==> config.mk <==
export PLATFORM = sky130hd
export DESIGN_NAME = led_color_command_and_pulse_fade_flat
export DESIGN_NICKNAME = d
export VERILOG_FILES = /design/src/rtl/lcf_pkg.sv /design/src/rtl/lcf_if.sv /design/src/rtl/lcf_ram.sv /design/src/rtl/lcf_fade_unit.sv /design/src/rtl/led_color_command_and_pulse_fade.sv /design/src/flat_wrapper.sv
export SDC_FILE = /design/constraint.sdc
export NUM_CORES = 2
export LEC_CHECK = 0
export BUFFER_PORTS_ARGS = -buffer_cell sky130_fd_sc_hd__buf_4
export CORE_MARGIN = 10
export CORE_UTILIZATION = 45
export CTS_CLUSTER_SIZE = 24
export DETAILED_ROUTE_END_ITERATION = 10
export GPL_ROUTABILITY_DRIVEN = 0
export SLEW_MARGIN = 20
export SYNTH_ARGS = -nofsm -noshare
export SYNTH_HDL_FRONTEND = slang
export SYNTH_SLANG_ARGS = --single-unit
==> constraint.sdc <==
create_clock -name i_clk -period 10.6 [get_ports i_clk]
set_input_delay 0.53 -clock i_clk [delete_from_list [all_inputs] [get_ports i_clk]]
set_output_delay 0.53 -clock i_clk [all_outputs]
set_load 0.01 [all_outputs]
==> src/rtl/lcf_pkg.sv <==
// lcf_pkg: shared types and constants for the led color command block
// no dependencies; imported by the interfaces and modules but lcf_ram
package lcf_pkg;

    localparam int LED_COUNT_DEF = 64;

    localparam int CMD_W   = 3;
    localparam int BYTE_W  = 8;
    localparam int COLOR_W = 3 * BYTE_W;
    localparam int MODE_W  = 2;
    localparam int SPEED_W = 4;

    typedef enum logic [CMD_W-1:0] {
        CMD_SET_ALL = 3'd0,
        CMD_SET_ONE = 3'd1,
        CMD_ANIM    = 3'd2,
        CMD_SPEED   = 3'd3,
        CMD_TICK    = 3'd4
    } t_cmd;

    localparam logic [MODE_W-1:0] MODE_NONE   = 2'd0;
    localparam logic [MODE_W-1:0] MODE_MOVING = 2'd1;
    localparam logic [MODE_W-1:0] MODE_PULSE  = 2'd2;

    localparam logic [BYTE_W-1:0] LEN_SET_ALL = 8'd4;
    localparam logic [BYTE_W-1:0] LEN_SET_ONE = 8'd5;
    localparam logic [BYTE_W-1:0] LEN_SHORT   = 8'd2;
    localparam logic [BYTE_W-1:0] SPEED_MAX   = 8'd10;

    // floor(x / 10) == (x * 205) >> 11 for every 8-bit x
    localparam logic [BYTE_W-1:0] RECIP_10    = 8'd205;
    localparam int                RECIP_SHIFT = 11;

    typedef struct packed {
        logic [BYTE_W-1:0] value;
        logic              at_end;
    } t_fade_res;

endpackage

==> src/rtl/lcf_if.sv <==
// lcf_cmd_if / lcf_rsp_if: valid-ready channels for command and response beats
// depends on lcf_pkg for field widths
interface lcf_cmd_if
    import lcf_pkg::*;
();
    logic              valid;
    logic              ready;
    logic [CMD_W-1:0]  cmd;
    logic [BYTE_W-1:0] msg_len;
    logic [BYTE_W-1:0] arg1;
    logic [BYTE_W-1:0] arg2;
    logic [BYTE_W-1:0] arg3;
    logic [BYTE_W-1:0] arg4;

    modport source (output valid, cmd, msg_len, arg1, arg2, arg3, arg4, input ready);
    modport sink   (input valid, cmd, msg_len, arg1, arg2, arg3, arg4, output ready);
endinterface

interface lcf_rsp_if
    import lcf_pkg::*;
();
    logic               valid;
    logic               ready;
    logic               applied;
    logic [BYTE_W-1:0]  out_red;
    logic [BYTE_W-1:0]  out_green;
    logic [BYTE_W-1:0]  out_blue;
    logic               rising;
    logic [MODE_W-1:0]  current_mode;
    logic [SPEED_W-1:0] current_speed;

    modport source (output valid, applied, out_red, out_green, out_blue, rising,
                    current_mode, current_speed, input ready);
    modport sink   (input valid, applied, out_red, out_green, out_blue, rising,
                    current_mode, current_speed, output ready);
endinterface

==> src/rtl/lcf_ram.sv <==
// lcf_ram: generic simple dual-port ram, one write and one registered read port
// no dependencies
module lcf_ram #(
    parameter int WIDTH = 24,
    parameter int DEPTH = 64
) (
    input  logic                                       i_clk,
    input  logic                                       i_we,
    input  logic [((DEPTH > 1) ? $clog2(DEPTH) : 1)-1:0] i_waddr,
    input  logic [WIDTH-1:0]                           i_wdata,
    input  logic                                       i_re,
    input  logic [((DEPTH > 1) ? $clog2(DEPTH) : 1)-1:0] i_raddr,
    output logic [WIDTH-1:0]                           o_rdata
);
    logic [WIDTH-1:0] r_mem [DEPTH];
    logic [WIDTH-1:0] r_rdata;

    always_ff @(posedge i_clk) begin
        if (i_we) begin
            r_mem[i_waddr] <= i_wdata;
        end
        if (i_re) begin
            r_rdata <= r_mem[i_raddr];
        end
    end

    assign o_rdata = r_rdata;
endmodule

==> src/rtl/lcf_fade_unit.sv <==
// lcf_fade_unit: one color channel of a pulse fade step, shared over the three channels
// depends on lcf_pkg (reciprocal constants, t_fade_res)
module lcf_fade_unit
    import lcf_pkg::*;
(
    input  logic [BYTE_W-1:0] i_base,
    input  logic [BYTE_W-1:0] i_anim,
    input  logic              i_rising,
    output t_fade_res         o_res
);
    logic [2*BYTE_W-1:0] w_prod;
    logic [BYTE_W-1:0]   w_quot;
    logic [BYTE_W-1:0]   w_step;
    logic [BYTE_W-1:0]   w_gap;
    logic [BYTE_W-1:0]   w_next;

    always_comb begin
        w_prod = i_base * RECIP_10;
        w_quot = BYTE_W'(w_prod >> RECIP_SHIFT);
        w_step = (w_quot == '0) ? 8'd1 : w_quot;
        w_gap  = i_base - i_anim;
        if (!i_rising) begin
            w_next       = (i_anim > w_step) ? (i_anim - w_step) : '0;
            o_res.at_end = (w_next == '0);
        end else begin
            // anything above the base snaps back to it
            w_next       = (i_base > i_anim && w_gap > w_step) ? (i_anim + w_step) : i_base;
            o_res.at_end = (w_next == i_base);
        end
        o_res.value = w_next;
    end
endmodule

==> src/rtl/led_color_command_and_pulse_fade.sv <==
// led_color_command_and_pulse_fade: command decoder with per-led base/animated colors
// depends on lcf_pkg, lcf_if, lcf_ram and lcf_fade_unit
//
//   port     dir  kind            beat
//   i_cmd    in   lcf_cmd_if.sink  cmd, msg_len, arg1..arg4
//   o_rsp    out  lcf_rsp_if.source applied, out_red/green/blue, rising, mode, speed
//
// one command at a time; a command passes idle, decode and finish, a pulse tick adds tread,
// a step per channel and twrite (only tread outside pulse mode), set all walks fill and
// selecting no animation walks copy over the color rams at one entry a cycle.
// after reset a clearing pass zeroes all rams, no beat taken.
// a new command is taken while the previous response still waits on o_rsp; its own
// response then holds in finish, with input not ready, until o_rsp drains.
module led_color_command_and_pulse_fade
    import lcf_pkg::*;
#(
    parameter int LED_COUNT = LED_COUNT_DEF
) (
    input  logic      i_clk,
    input  logic      i_rst_n,
    lcf_cmd_if.sink   i_cmd,
    lcf_rsp_if.source o_rsp
);
    localparam int IDX_W = (LED_COUNT > 1) ? $clog2(LED_COUNT) : 1;
    localparam int CNT_W = $clog2(LED_COUNT + 1);
    localparam logic [CNT_W-1:0] CNT_LAST = CNT_W'(LED_COUNT - 1);
    localparam logic [CNT_W-1:0] CNT_END  = CNT_W'(LED_COUNT);

    typedef enum logic [3:0] {
        S_CLEAR, S_IDLE, S_DECODE, S_FILL, S_COPY,
        S_TREAD, S_STEP, S_TWRITE, S_FINISH
    } t_state;

    t_state              r_state;
    logic [CNT_W-1:0]    r_cnt;
    logic [IDX_W-1:0]    r_prev;
    t_cmd                r_cmd;
    logic [BYTE_W-1:0]   r_len, r_arg1, r_arg2, r_arg3, r_arg4;
    logic                r_applied, r_tick;
    logic [MODE_W-1:0]   r_mode;
    logic [SPEED_W-1:0]  r_speed;
    logic [COLOR_W-1:0]  r_base, r_anim;
    logic                r_ris, r_at_end;
    logic [1:0]          r_ch;
    logic                r_rsp_valid, r_rsp_applied, r_rsp_rising;
    logic [COLOR_W-1:0]  r_rsp_color;
    logic [MODE_W-1:0]   r_rsp_mode;
    logic [SPEED_W-1:0]  r_rsp_speed;

    logic                w_idx_ok;
    logic [IDX_W-1:0]    w_idx;
    logic                base_we, anim_we, ris_we, base_re, anim_re;
    logic [IDX_W-1:0]    base_waddr, anim_waddr, ris_waddr, base_raddr;
    logic [COLOR_W-1:0]  base_wdata, anim_wdata, base_q, anim_q;
    logic                ris_wdata, ris_q;
    logic [BYTE_W-1:0]   w_ch_base, w_ch_anim;
    t_fade_res           w_fade;

    assign w_idx_ok = (32'(r_arg1) < LED_COUNT);
    assign w_idx    = IDX_W'(r_arg1);

    // ram port steering per sequencer state
    always_comb begin
        base_we    = 1'b0;
        base_waddr = r_cnt[IDX_W-1:0];
        base_wdata = '0;
        base_re    = 1'b0;
        base_raddr = w_idx;
        anim_we    = 1'b0;
        anim_waddr = r_cnt[IDX_W-1:0];
        anim_wdata = '0;
        anim_re    = 1'b0;
        ris_we     = 1'b0;
        ris_waddr  = r_cnt[IDX_W-1:0];
        ris_wdata  = 1'b0;
        case (r_state)
            S_CLEAR: begin
                base_we = 1'b1;
                anim_we = 1'b1;
                ris_we  = 1'b1;
            end
            S_FILL: begin
                base_we    = 1'b1;
                anim_we    = 1'b1;
                base_wdata = {r_arg1, r_arg2, r_arg3};
                anim_wdata = {r_arg1, r_arg2, r_arg3};
            end
            S_DECODE: begin
                if (r_cmd == CMD_SET_ONE && r_len >= LEN_SET_ONE && w_idx_ok) begin
                    base_we    = 1'b1;
                    anim_we    = 1'b1;
                    base_waddr = w_idx;
                    anim_waddr = w_idx;
                    base_wdata = {r_arg2, r_arg3, r_arg4};
                    anim_wdata = {r_arg2, r_arg3, r_arg4};
                end
                if (r_cmd == CMD_TICK && w_idx_ok) begin
                    base_re = 1'b1;
                    anim_re = 1'b1;
                end
            end
            S_COPY: begin
                // read base one entry ahead of the animated write
                base_re    = (r_cnt != CNT_END);
                base_raddr = r_cnt[IDX_W-1:0];
                anim_we    = (r_cnt != '0);
                anim_waddr = r_prev;
                anim_wdata = base_q;
            end
            S_TWRITE: begin
                anim_we    = 1'b1;
                anim_waddr = w_idx;
                anim_wdata = r_anim;
                ris_we     = 1'b1;
                ris_waddr  = w_idx;
                ris_wdata  = r_ris ^ r_at_end;
            end
            default: ;
        endcase
    end

    lcf_ram #(.WIDTH(COLOR_W), .DEPTH(LED_COUNT)) u_base_ram (
        .i_clk(i_clk), .i_we(base_we), .i_waddr(base_waddr), .i_wdata(base_wdata),
        .i_re(base_re), .i_raddr(base_raddr), .o_rdata(base_q)
    );

    lcf_ram #(.WIDTH(COLOR_W), .DEPTH(LED_COUNT)) u_anim_ram (
        .i_clk(i_clk), .i_we(anim_we), .i_waddr(anim_waddr), .i_wdata(anim_wdata),
        .i_re(anim_re), .i_raddr(w_idx), .o_rdata(anim_q)
    );

    lcf_ram #(.WIDTH(1), .DEPTH(LED_COUNT)) u_ris_ram (
        .i_clk(i_clk), .i_we(ris_we), .i_waddr(ris_waddr), .i_wdata(ris_wdata),
        .i_re(anim_re), .i_raddr(w_idx), .o_rdata(ris_q)
    );

    always_comb begin
        case (r_ch)
            2'd0: begin
                w_ch_base = r_base[23:16];
                w_ch_anim = r_anim[23:16];
            end
            2'd1: begin
                w_ch_base = r_base[15:8];
                w_ch_anim = r_anim[15:8];
            end
            default: begin
                w_ch_base = r_base[7:0];
                w_ch_anim = r_anim[7:0];
            end
        endcase
    end

    lcf_fade_unit u_fade (
        .i_base(w_ch_base), .i_anim(w_ch_anim), .i_rising(r_ris), .o_res(w_fade)
    );

    always_ff @(posedge i_clk) begin
        if (!i_rst_n) begin
            r_state     <= S_CLEAR;
            r_cnt       <= '0;
            r_mode      <= MODE_NONE;
            r_speed     <= '0;
            r_rsp_valid <= 1'b0;
        end else begin
            // finish reloads the response register itself
            if (r_rsp_valid && o_rsp.ready && r_state != S_FINISH) begin
                r_rsp_valid <= 1'b0;
            end
            case (r_state)
                S_CLEAR: begin
                    if (r_cnt == CNT_LAST) begin
                        r_cnt   <= '0;
                        r_state <= S_IDLE;
                    end else begin
                        r_cnt <= r_cnt + 1'b1;
                    end
                end
                S_IDLE: begin
                    if (i_cmd.valid) begin
                        r_cmd   <= t_cmd'(i_cmd.cmd);
                        r_len   <= i_cmd.msg_len;
                        r_arg1  <= i_cmd.arg1;
                        r_arg2  <= i_cmd.arg2;
                        r_arg3  <= i_cmd.arg3;
                        r_arg4  <= i_cmd.arg4;
                        r_state <= S_DECODE;
                    end
                end
                S_DECODE: begin
                    r_cnt <= '0;
                    case (r_cmd)
                        CMD_SET_ALL: begin
                            r_tick <= 1'b0;
                            if (r_len >= LEN_SET_ALL) begin
                                r_applied <= 1'b1;
                                r_state   <= S_FILL;
                            end else begin
                                r_applied <= 1'b0;
                                r_state   <= S_FINISH;
                            end
                        end
                        CMD_SET_ONE: begin
                            r_tick    <= 1'b0;
                            r_applied <= (r_len >= LEN_SET_ONE) && w_idx_ok;
                            r_state   <= S_FINISH;
                        end
                        CMD_ANIM: begin
                            r_tick <= 1'b0;
                            if (r_len == LEN_SHORT && r_arg1 <= {6'd0, MODE_PULSE}) begin
                                r_applied <= 1'b1;
                                r_mode    <= r_arg1[MODE_W-1:0];
                                r_state   <= (r_arg1[MODE_W-1:0] == MODE_NONE) ?
                                             S_COPY : S_FINISH;
                            end else begin
                                r_applied <= 1'b0;
                                r_state   <= S_FINISH;
                            end
                        end
                        CMD_SPEED: begin
                            r_tick  <= 1'b0;
                            r_state <= S_FINISH;
                            if (r_len == LEN_SHORT) begin
                                r_applied <= 1'b1;
                                r_speed   <= (r_arg1 <= SPEED_MAX) ?
                                             SPEED_W'(SPEED_MAX - r_arg1) : '0;
                            end else begin
                                r_applied <= 1'b0;
                            end
                        end
                        CMD_TICK: begin
                            if (w_idx_ok) begin
                                r_applied <= 1'b1;
                                r_tick    <= 1'b1;
                                r_state   <= S_TREAD;
                            end else begin
                                r_applied <= 1'b0;
                                r_tick    <= 1'b0;
                                r_state   <= S_FINISH;
                            end
                        end
                        default: begin
                            r_applied <= 1'b0;
                            r_tick    <= 1'b0;
                            r_state   <= S_FINISH;
                        end
                    endcase
                end
                S_FILL: begin
                    if (r_cnt == CNT_LAST) begin
                        r_state <= S_FINISH;
                    end else begin
                        r_cnt <= r_cnt + 1'b1;
                    end
                end
                S_COPY: begin
                    r_prev <= r_cnt[IDX_W-1:0];
                    if (r_cnt == CNT_END) begin
                        r_state <= S_FINISH;
                    end else begin
                        r_cnt <= r_cnt + 1'b1;
                    end
                end
                S_TREAD: begin
                    r_base   <= base_q;
                    r_anim   <= anim_q;
                    r_ris    <= ris_q;
                    r_ch     <= 2'd0;
                    r_at_end <= 1'b1;
                    // outside pulse mode the led is only reported
                    r_state  <= (r_mode == MODE_PULSE) ? S_STEP : S_FINISH;
                end
                S_STEP: begin
                    case (r_ch)
                        2'd0:    r_anim[23:16] <= w_fade.value;
                        2'd1:    r_anim[15:8]  <= w_fade.value;
                        default: r_anim[7:0]   <= w_fade.value;
                    endcase
                    r_at_end <= r_at_end & w_fade.at_end;
                    if (r_ch == 2'd2) begin
                        r_state <= S_TWRITE;
                    end else begin
                        r_ch <= r_ch + 2'd1;
                    end
                end
                S_TWRITE: begin
                    r_ris   <= r_ris ^ r_at_end;
                    r_state <= S_FINISH;
                end
                S_FINISH: begin
                    if (!r_rsp_valid || o_rsp.ready) begin
                        r_rsp_valid   <= 1'b1;
                        r_rsp_applied <= r_applied;
                        r_rsp_color   <= r_tick ? r_anim : '0;
                        r_rsp_rising  <= r_tick & r_ris;
                        r_rsp_mode    <= r_mode;
                        r_rsp_speed   <= r_speed;
                        r_state       <= S_IDLE;
                    end
                end
                default: r_state <= S_IDLE;
            endcase
        end
    end

    assign i_cmd.ready         = (r_state == S_IDLE);
    assign o_rsp.valid         = r_rsp_valid;
    assign o_rsp.applied       = r_rsp_applied;
    assign o_rsp.out_red       = r_rsp_color[23:16];
    assign o_rsp.out_green     = r_rsp_color[15:8];
    assign o_rsp.out_blue      = r_rsp_color[7:0];
    assign o_rsp.rising        = r_rsp_rising;
    assign o_rsp.current_mode  = r_rsp_mode;
    assign o_rsp.current_speed = r_rsp_speed;

    a_step_only_in_pulse: assert property (@(posedge i_clk) disable iff (!i_rst_n)
        (r_state == S_STEP) |-> (r_mode == MODE_PULSE && r_tick))
        else $error("fade step outside pulse mode");

    a_walk_in_range: assert property (@(posedge i_clk) disable iff (!i_rst_n)
        (r_state == S_FILL || r_state == S_CLEAR) |-> (r_cnt < CNT_END))
        else $error("walk counter past last led");

    a_rsp_from_finish: assert property (@(posedge i_clk) disable iff (!i_rst_n)
        $rose(r_rsp_valid) |-> ($past(r_state) == S_FINISH))
        else $error("response raised outside finish");

    a_no_beat_in_clear: assert property (@(posedge i_clk) disable iff (!i_rst_n)
        (r_state == S_CLEAR) |=> (r_state == S_CLEAR || r_state == S_IDLE))
        else $error("clearing pass left early");

    a_tick_needs_index: assert property (@(posedge i_clk) disable iff (!i_rst_n)
        (r_state == S_TREAD) |-> w_idx_ok)
        else $error("tick read with led index out of range");
endmodule
==> src/flat_wrapper.sv <==
// flat-port wrapper written by rule: the top's interface ports become plain ports
module led_color_command_and_pulse_fade_flat import lcf_pkg::*;
#(
    parameter int LED_COUNT = LED_COUNT_DEF
)
  (i_clk, i_rst_n, i_cmd_valid, i_cmd_cmd, i_cmd_msg_len, i_cmd_arg1, i_cmd_arg2, i_cmd_arg3, i_cmd_arg4, i_cmd_ready, o_rsp_valid, o_rsp_applied, o_rsp_out_red, o_rsp_out_green, o_rsp_out_blue, o_rsp_rising, o_rsp_current_mode, o_rsp_current_speed, o_rsp_ready);
  lcf_cmd_if i_cmd_i ();
  lcf_rsp_if o_rsp_i ();
  input  logic i_clk;
  input  logic i_rst_n;
  input wire logic [$bits(i_cmd_i.valid)-1:0] i_cmd_valid;
  input wire logic [$bits(i_cmd_i.cmd)-1:0] i_cmd_cmd;
  input wire logic [$bits(i_cmd_i.msg_len)-1:0] i_cmd_msg_len;
  input wire logic [$bits(i_cmd_i.arg1)-1:0] i_cmd_arg1;
  input wire logic [$bits(i_cmd_i.arg2)-1:0] i_cmd_arg2;
  input wire logic [$bits(i_cmd_i.arg3)-1:0] i_cmd_arg3;
  input wire logic [$bits(i_cmd_i.arg4)-1:0] i_cmd_arg4;
  output wire logic [$bits(i_cmd_i.ready)-1:0] i_cmd_ready;
  output wire logic [$bits(o_rsp_i.valid)-1:0] o_rsp_valid;
  output wire logic [$bits(o_rsp_i.applied)-1:0] o_rsp_applied;
  output wire logic [$bits(o_rsp_i.out_red)-1:0] o_rsp_out_red;
  output wire logic [$bits(o_rsp_i.out_green)-1:0] o_rsp_out_green;
  output wire logic [$bits(o_rsp_i.out_blue)-1:0] o_rsp_out_blue;
  output wire logic [$bits(o_rsp_i.rising)-1:0] o_rsp_rising;
  output wire logic [$bits(o_rsp_i.current_mode)-1:0] o_rsp_current_mode;
  output wire logic [$bits(o_rsp_i.current_speed)-1:0] o_rsp_current_speed;
  input wire logic [$bits(o_rsp_i.ready)-1:0] o_rsp_ready;
  assign i_cmd_i.valid = i_cmd_valid;
  assign i_cmd_i.cmd = i_cmd_cmd;
  assign i_cmd_i.msg_len = i_cmd_msg_len;
  assign i_cmd_i.arg1 = i_cmd_arg1;
  assign i_cmd_i.arg2 = i_cmd_arg2;
  assign i_cmd_i.arg3 = i_cmd_arg3;
  assign i_cmd_i.arg4 = i_cmd_arg4;
  assign i_cmd_ready = i_cmd_i.ready;
  assign o_rsp_valid = o_rsp_i.valid;
  assign o_rsp_applied = o_rsp_i.applied;
  assign o_rsp_out_red = o_rsp_i.out_red;
  assign o_rsp_out_green = o_rsp_i.out_green;
  assign o_rsp_out_blue = o_rsp_i.out_blue;
  assign o_rsp_rising = o_rsp_i.rising;
  assign o_rsp_current_mode = o_rsp_i.current_mode;
  assign o_rsp_current_speed = o_rsp_i.current_speed;
  assign o_rsp_i.ready = o_rsp_ready;
  led_color_command_and_pulse_fade #(.LED_COUNT(LED_COUNT)) u_core (.i_clk(i_clk), .i_rst_n(i_rst_n), .i_cmd(i_cmd_i), .o_rsp(o_rsp_i));
endmodule
==> key figures <==
STA
  – Final setup fails: 0
  – Worst Skew: roughly 67 ps
  – TNS Setup: 0 ps
  – Worst hold margin: between 150 and 200 ps
  – Max-slew violations: 0
  – Final worst slack: roughly 1900 ps
  – Worst slew pin tran: around 1100 ps
  – Fmax: 115 MHz
  – Final period utilization: around four fifths
  – Slew Limit Headroom: 25.3%
  – RSZ-0062 raised after global routing: no
  – Min Tclk post-route: between 8000 and 9000 ps
  – Fin. Hold Viols: 0

Route
  – # DRC: 0
  – First-pass DRT Iterations: 8
  – Via count: around 73k
  – Final Routed Wirelength: approximately 370000 um
  – Vias per std cell: between 6 and 7
  – Starting DRT DRC Count: just under 9k
  – Post-route ant nets: 0
  – Routed WL per cell: 31.1 um

Setup path
  – Worst Reg-to-Reg Cells: 28
  – R2r startpoint: u_core.r_ch[0]
  – Reg2reg end: u_core.r_anim[15]
  – CP startpoint: u_core.r_ch[0]
  – Slowest cell delay on critical path: ~640 ps
  – Worst-path maximum fanout: 18
  – Critical Path AT: roughly 9400 ps
  – CP Capture Type: flop
  – Crit start category: flop
  – Crit-path most repeated cell: ha_1
  – Required @ worst endpoint: approximately 11000 ps
  – Class of the most critical setup path: flop to flop
  – Critical path's slowest cell: ha_1
  – Worst R2R Setup Slack: ~1900 ps

Clock network
  – Clock latency on the worst-skew pair: a little over 900 ps
  – Clock sinks: 3338
  – Clock buffer depth: 4
  – CTS tree: yes
  – Hold buffer count at CTS: 45
  – Clock Tree Root: clkbuf_16
  – CTS buffer count: approximately 350
  – Reg clk slew, reported paths: approximately 60 ps
  – H-tree levels: 5
  – Post-CTS setup buffer count: 0
  – CTS resizes: 0

Global routing
  – Initial antenna violation count: 12
  – Largest net degree at the start of global routing: 179
  – Vias in the first global route: 71.5k
  – GR Util All Layers: between 20% and 30%
  – Grt ovf: 0
  – First-pass GRT wire length: around 530000 um

Min path
  – Hold path cells: 5
  – Min-delay src: o_rsp_ready
  – Worst min path class: primary input to flop
  – Hold endpoint: u_core.r_state[3]

Synth
  – Synth top area cells: edfxtp_1 75%, mux4_2 7.2%, mux2i_1 3.3%
  – Seq cells post-synth: roughly 3.3k
  – Area leader, netlist: edfxtp_1
  – Ys async rst share: 0%
  – Number of synthesized flops with an enable pin: 3320
  – Syn avg cell area: 17.7 um^2
  – Most frequent cell after synthesis: edfxtp_1
  – Synth top area share: between 70% and 80%
  – Synth warnings: 0
  – Cells after synthesis: ~7.5k
  – Synth cell count leaders: 3320 x edfxtp_1, 804 x nand2_1, 434 x mux2i_1
  – Seq/Total Area, Yosys: between 70% and 80%
  – Top_reg_cell synth: edfxtp_1
  – Synthesized cell area: around 0.13 mm^2
  – Yosys cell types: between 70 and 80
  – Syn nets: 7593

Finish
  – Final Util: 51.7%
  – Final #Nets: a little under 8k
  – Area of the multi-input gates: between 0.03 and 0.04 mm^2
  – Area grow syn2layout: 14.0%
  – Fillers: 23.3k
  – Register area: between 0.1 and 0.15 mm^2
  – Share of cells above drive strength 1: 19.4%

Placement
  – DP Worst Slack: around 1800 ps
  – PortBufs: 80
  – Placed wire-length estimate: around 220000 um

Floorplanning
  – Initial cell density of the core: between 40 and 50%
  – Site Rows: roughly 200
  – IO Pins: 81
  – Core Region: approximately 0.3 mm^2
  – Die Wd: 562 um
  – Die Y: 562 um
  – Die ar.: between 0.3 and 0.4 mm^2

Run status
  – Run status: finished, final reports clean

Power
  – Leak: 0.0510 uW
  – Pwr dens: 178 mW/mm^2
  – Worst VDD drop: ~0.00017 V

Run
  – Max capacitance violation total: 0
-- flip-flops by register name, indices dropped and copies added, names as in the netlist, 3 cells and up --
name / cells
u_core.r_cmd: 3
u_core.u_base_ram.o_rdata: 24
u_core.r_cnt: 7
u_core.r_arg2: 8
u_core.r_anim: 24
u_core.o_rsp.current_speed: 4
u_core.u_base_ram.r_mem: 1536
u_core.u_ris_ram.r_mem: 64
u_core.r_speed: 4
u_core.r_prev: 6
u_core.r_rsp_color: 24
u_core.r_state: 4
u_core.r_arg4: 8
u_core.u_anim_ram.r_mem: 1536
u_core.r_arg3: 8
u_core.r_base: 24
u_core.u_anim_ram.o_rdata: 24
u_core.r_len: 8
u_core.r_arg1: 8
-- worst max-delay path by stage --
stage,depth (start not counted),endpoint,slack (ps)
after floorplan,31,u_core.r_anim[15],3370
after global placement,30,u_core.r_at_end,1890
after detailed placement,28,u_core.r_anim[15],1790
after CTS,28,u_core.r_anim[15],1780
after global routing,29,u_core.r_anim[15],1420
final,28,u_core.r_anim[15],1940
-- logic make-up after synthesis --
group,synth area share [%]
flip-flops,75.7
multiplexers,10.9
XOR/XNOR,0.347
AO/OA/AOI/OAI,4.72
buffers and inverters,1.54
adder cells (fa/ha/maj),0.873
AND/OR/NAND/NOR,5.86
-- layer usage --
layer  GRT usage (%)  vias up  wire [um]
met5               0        -         13
met4            9.49        2      17600
met3            3.19      682      26300
met2            38.8     3157     186000
met1            29.7    37993     143000
li1                -    30689          -
-- critical path, delay by kind of cell, from the launching register on --
family	cells	cell delay, ps
simple gates	4	1250
buf+inv	4	460
compound gates	11	2740
fa+ha+maj	8	3360
mux	1	230
flops	1	430
-- cells in the final DEF, fill, tap and decap left out, drive strengths merged, types with 18 or more instances in the layout --
cell and count:
mux2i 436, inv 66, nor2 260, clkinv 151
a32oi 47, or3 33, a221o 29, nand3 281
o22ai 51, o2111ai 21, a21o 19, nand2 804
and2 39, o221ai 124, xnor2 28, a22o 41
a21oi 165, bufinv 37, a22oi 47, nor3 97
buf 360, dfxtp 18, mux2 52, mux4 420
o32a 25, clkbuf 431, a221oi 34, nor4 31
edfxtp 3320, ha 73, o21ai 88, o211ai 24
dlygate4sd3 45, nand4 109, a31oi 103
-- report_power, final --
group | internal (uW) | switching [uW] | total [uW]
Combinational | 55.4 | 111 | 167
Clock | 7130 | 5090 | 12200
Sequential | 14400 | 15.9 | 14400
-- final cells by class --
| type | count | area share (%) |
|---|---|---|
| sequential | 3338 | 66.4 |
| antenna | 6 | 0.00997 |
| clock inverter | 206 | 1.43 |
| clock buffer | 431 | 6.15 |
| multi-input combinational | 3635 | 20.4 |
| tap | 3900 | 3.24 |
| timing repair buffer | 405 | 2.20 |
| inverter | 56 | 0.140 |
-- stage by stage --
| step | instances | instance area (um^2) | power (uW) |
|---|---|---|---|
| after floorplan | 7461 | 132000 | 14700 |
| after global placement | 11288 | 139000 | 14800 |
| after detailed placement | 11288 | 139000 | 14800 |
| after CTS | 11970 | 151000 | 26900 |
| after global routing | 11972 | 151000 | 27500 |
| final | 11977 | 151000 | 26800 |
Note: power is estimated with default switching activity, not from simulation.
